==> config.mk <==
export PLATFORM = sky130hd
export DESIGN_NAME = lsrc_div
export DESIGN_NICKNAME = d
export VERILOG_FILES = /design/src/rtl/core/lsrc_div.sv
export SDC_FILE = /design/constraint.sdc
export NUM_CORES = 2
export LEC_CHECK = 0
export BUFFER_PORTS_ARGS = -buffer_cell sky130_fd_sc_hd__buf_2
export CAP_MARGIN = 20
export CORE_MARGIN = 2
export CORE_UTILIZATION = 24
export CTS_BUF_LIST = sky130_fd_sc_hd__clkbuf_16
export CTS_CLUSTER_SIZE = 14
export DETAILED_ROUTE_END_ITERATION = 16
export PLACE_DENSITY_LB_ADDON = 0.2
export SLEW_MARGIN = 20
export SYNTH_ARGS = -nofsm -noshare
export SYNTH_HDL_FRONTEND = slang
export SYNTH_SLANG_ARGS = --single-unit
==> constraint.sdc <==
create_clock -name clock -period 5.4 [get_ports clock]
set_input_delay 0.54 -clock clock [delete_from_list [all_inputs] [get_ports clock]]
set_output_delay 0.54 -clock clock [all_outputs]
set_load 0.005 [all_outputs]
==> src/rtl/core/lsrc_div.sv <==
// Pipelined restoring divider: one quotient bit per stage, ratio saturated to 2.
// Standalone; instantiated by line_segment_rect_clipper.
module lsrc_div #(
   parameter int NUM_BITS  = 33,
   parameter int FRAC_BITS = 24
) (
   input  logic                 clock,
   input  logic                 enable,
   input  logic [NUM_BITS-1:0]  num,
   input  logic [NUM_BITS-1:0]  den,
   output logic [FRAC_BITS+1:0] ratio
);

   localparam int RW = NUM_BITS + 1;

   logic [RW-1:0]        rem_ff [0:FRAC_BITS];
   logic [NUM_BITS-1:0]  den_ff [0:FRAC_BITS];
   logic [FRAC_BITS:0]   quo_ff [0:FRAC_BITS];
   logic                 sat_ff [0:FRAC_BITS];

   genvar k;
   generate
      for (k = 0; k <= FRAC_BITS; k++) begin : g_stage
         if (k == 0) begin : g_first
            // integer bit and saturation check
            logic ge1, ge2;
            assign ge1 = (num >= den);
            assign ge2 = ({1'b0, num} >= {den, 1'b0});
            always_ff @(posedge clock) begin
               if (enable) begin
                  rem_ff[0] <= ge1 ? {1'b0, num - den} : {1'b0, num};
                  den_ff[0] <= den;
                  quo_ff[0] <= {{FRAC_BITS{1'b0}}, ge1};
                  sat_ff[0] <= ge2;
               end
            end
         end else begin : g_frac
            // one fraction bit
            logic [RW-1:0] shifted;
            logic          ge;
            assign shifted = {rem_ff[k-1][RW-2:0], 1'b0};
            assign ge      = (shifted >= {1'b0, den_ff[k-1]});
            always_ff @(posedge clock) begin
               if (enable) begin
                  rem_ff[k] <= ge ? shifted - {1'b0, den_ff[k-1]} : shifted;
                  den_ff[k] <= den_ff[k-1];
                  quo_ff[k] <= {quo_ff[k-1][FRAC_BITS-1:0], ge};
                  sat_ff[k] <= sat_ff[k-1];
               end
            end
         end
      end
   endgenerate

   assign ratio = sat_ff[FRAC_BITS] ? {1'b1, {(FRAC_BITS+1){1'b0}}}
                                    : {1'b0, quo_ff[FRAC_BITS]};

endmodule

==> summary.txt <==
post-synthesis mux area share: 3.95%
clk sink count: 1,934
utilization after layout: 27.8%
final WL: 287,000 um
most used cell along the critical path: o21ai_0
crit share post-route: 85.0%
WL/cell: 17.4 um
CTS buffer count: 243
post-synthesis cell area: 111,000 sq um
storage element area: 58,100 sq um
relative slew slack: 28.8%
Die Wd: 684 um
worst vdd ir: 322 uV
vias in the first global route: 78,169
CP startpoint kind: flip-flop
Setup Viol. Count Final: 0
I/O Pins: 94
Max-Cap Viols: 0
Clock power frac: 20.3%
worst-path cell chain: fa_1 > nor2b_1 > o31ai_1 > a21oi_1 > o21ai_0 > buf_4 > o21ai_0 > nand4_1 > or3_1 > a21oi_4 > buf_12 > mux2_2
Clock transition at path regs: 0.07 ns
hold crit path type: in2reg
core box area: 460,000 sq um
CTS tree: yes
critical path peak fanout: 28
Placer Congestion: 0.902
Adder-Cell Fraction of Synth Area: 10.1%
Critical Path RT: 6.06 ns
Die Height: 684 um
P_sw: 29.4 mW
endpoints failing hold: 0
Final min period: 4.59 ns
Int Power: 47.4 mW
largest net degree at the start of global routing: 172
worst-margin pin slew: 1.06 ns
clk_lat worst skew: 0.94 ns
critical path's largest stage delay: 0.49 ns
Fillers: 47,369
Reg power frac: 32.5%
layout cell share with drive strength beyond 1: 9.34%
nets: 11,104
Antenna Nets Post-Route: 0
Mapped Cells: 9,899
Comb power frac: 47.1%
Final HPWL DP: 222,000 um
Async SR Flop Fraction: 0%
Vias: 74,200
Lkg Pwr: 51.4 nW
CTS resizes: 0
ys flop type: edfxtp_1
Synth Net Count: 10,847
pre-CTS WS: 0.791 ns
CTS H-tree depth: 4
final setup TNS: 0 ns
Clock Tree Buf Depth: 4
PwrDens: 601 nW/um^2
Yosys reg bits: 1,934
Fin Clk Skew: 0.112 ns
area grow syn2layout: 15.1%
CTS root buffer: clkbuf_16
first-pass GRT wire length: 445,000 um
Setup crit end kind: flip-flop
largest family of logic cells by synthesized area: compound AO/OA/AOI/OAI gates
register area share after synthesis: 52.3%
Finished Cell Area: 128,000 sq um
Worst Path Arrival: 5.25 ns
post-synth cell types: 88
cell family with most CP delay: compound AO/OA/AOI/OAI gates
Tot GR Track Use: 11.9%
Post-synth EDFFs: 1,934
Slowest cell on crit path: o21ai_0
RSZ-0062 raised after global routing: no
DRT Pass-1 Iters: 5
cell area after placement: 120,000 sq um
Die Area: 468,000 sq um
DRT iter0 DRCs: 3,580
Synth area leaders: edfxtp_1 52%, ha_1 9.6%, a21oi_1 3.8%
fmax: 218 MHz
Avg Cell Area, Syn: 11.2 sq um
DR DRC count: 0
Synth Area in Compound Gates: 15.0%
leading area contributor after synthesis: edfxtp_1
synth warn: 0
number of I/O port buffers: 93
total grt overflow: 0
switch share: 38.3%
initial antenna violation count: 3
crit path kind: reg2reg
status: completed
CP bufs+invs: 2
Synth Area in XOR/XNOR: 5.33%
final worst slack: 0.812 ns
num rows: 249
Avg Vias per Cell: 4.49
simple-gate portion of the synthesized area: 8.89%
fin. max-slew vios: 0
Initial Utilization: 24.1%
multi-input logic area: 48,200 sq um
Synth top area share: 52.3%
-- Yosys cell counts (158+ instances only) --
cell type,n
a21o_1,445
xnor2_1,399
clkbuf_1,206
nor2_1,533
a21oi_1,852
mux2_2,333
inv_1,1023
o21ai_0,645
xor2_1,277
ha_1,856
nand3_1,162
edfxtp_1,1934
nor2b_1,158
nand2_1,612
-- flip-flops by register name (all words and copies together), names as in the netlist --
register	count
den_ff	792
rem_ff	792
sat_ff	25
quo_ff	325
-- kinds of logic after synthesis --
family,Yosys count
mux,383
simple gates,2071
fa+ha+maj,880
xor+xnor,676
buf+inv,1285
flops,1934
compound gates,2670
-- placed cells by master, fill, tap and decap left out, types with 65 or more instances in the layout --
| cell | Yosys | layout |
|---|---|---|
| a21o_1 | 445 | 444 |
| a21oi_1 | 852 | 849 |
| a31oi_1 | 67 | 67 |
| buf_2 | 40 | 92 |
| buf_4 | 3 | 88 |
| clkbuf_16 | 0 | 245 |
| clkinv_1 | 0 | 65 |
| dlygate4sd3_1 | 0 | 65 |
| edfxtp_1 | 1934 | 1934 |
| ha_1 | 856 | 856 |
| inv_1 | 1023 | 1086 |
| mux2_2 | 333 | 333 |
| nand2_1 | 612 | 611 |
| nand2b_1 | 123 | 123 |
| nand3_1 | 162 | 161 |
| nand4_1 | 147 | 147 |
| nor2_1 | 533 | 533 |
| nor2b_1 | 158 | 158 |
| nor3_1 | 95 | 93 |
| o21a_1 | 109 | 109 |
| o21ai_0 | 645 | 643 |
| o21bai_1 | 103 | 103 |
| xnor2_1 | 399 | 399 |
| xor2_1 | 277 | 277 |
-- path summary, 6_finish.rpt --
kind	start	to	slack [ns]	cells past startpoint
min reg2reg	den_ff[6][24]	den_ff[7][24]	0.38	0
min	enable	quo_ff[4][30]	0.09	1
max	den_ff[16][0]	rem_ff[2][42]	0.81	12
max reg2reg	den_ff[16][0]	rem_ff[2][42]	0.81	12
-- cell type report --
type                    instances  area share (%)
inverters                    1023            3.00
flip-flops and latches       1934            45.4
diodes                          9          0.0176
multi-input cells            6680            37.7
clock inverters               201            1.17
well taps                    6149            6.02
clock buffers                 245            4.80
repair buffers                274            1.84
-- stage by stage --
step	total power, mW	hold WS [ns]	cells
detailed placement	61.6	0.405	15995
finish	76.8	0.0861	16515
global placement	61.3	0.401	15995
CTS	77.8	0.0210	16506
global route	82.6	0.0339	16514
floorplan	51.0	0.400	9899
-- timing repair --
item	4_1_cts	5_1_grt
setup buffers	0	0
endpoints found under the hold margin	65	0
hold buffers	65	0
-- power by group through the flow --
stage	Clock, mW	Combinational (mW)	Sequential [mW]
after floorplan	0	27.0	24.0
after global placement	0	35.9	25.4
after detailed placement	0	36.2	25.4
after CTS	16.3	36.5	25.1
after global routing	16.8	40.3	25.4
final	15.6	36.2	25.0
-- layer usage --
| layer | vias up | share of wire, % | track usage (%) |
|---|---|---|---|
| met5 | - | 0 | 0 |
| met4 | 0 | 5.1 | 5.59 |
| met3 | 654 | 2.9 | 1.61 |
| met2 | 1245 | 55 | 24.1 |
| met1 | 35584 | 37 | 11.7 |
| li1 | 36717 | - | - |
Power figures use the tool's default switching activity.
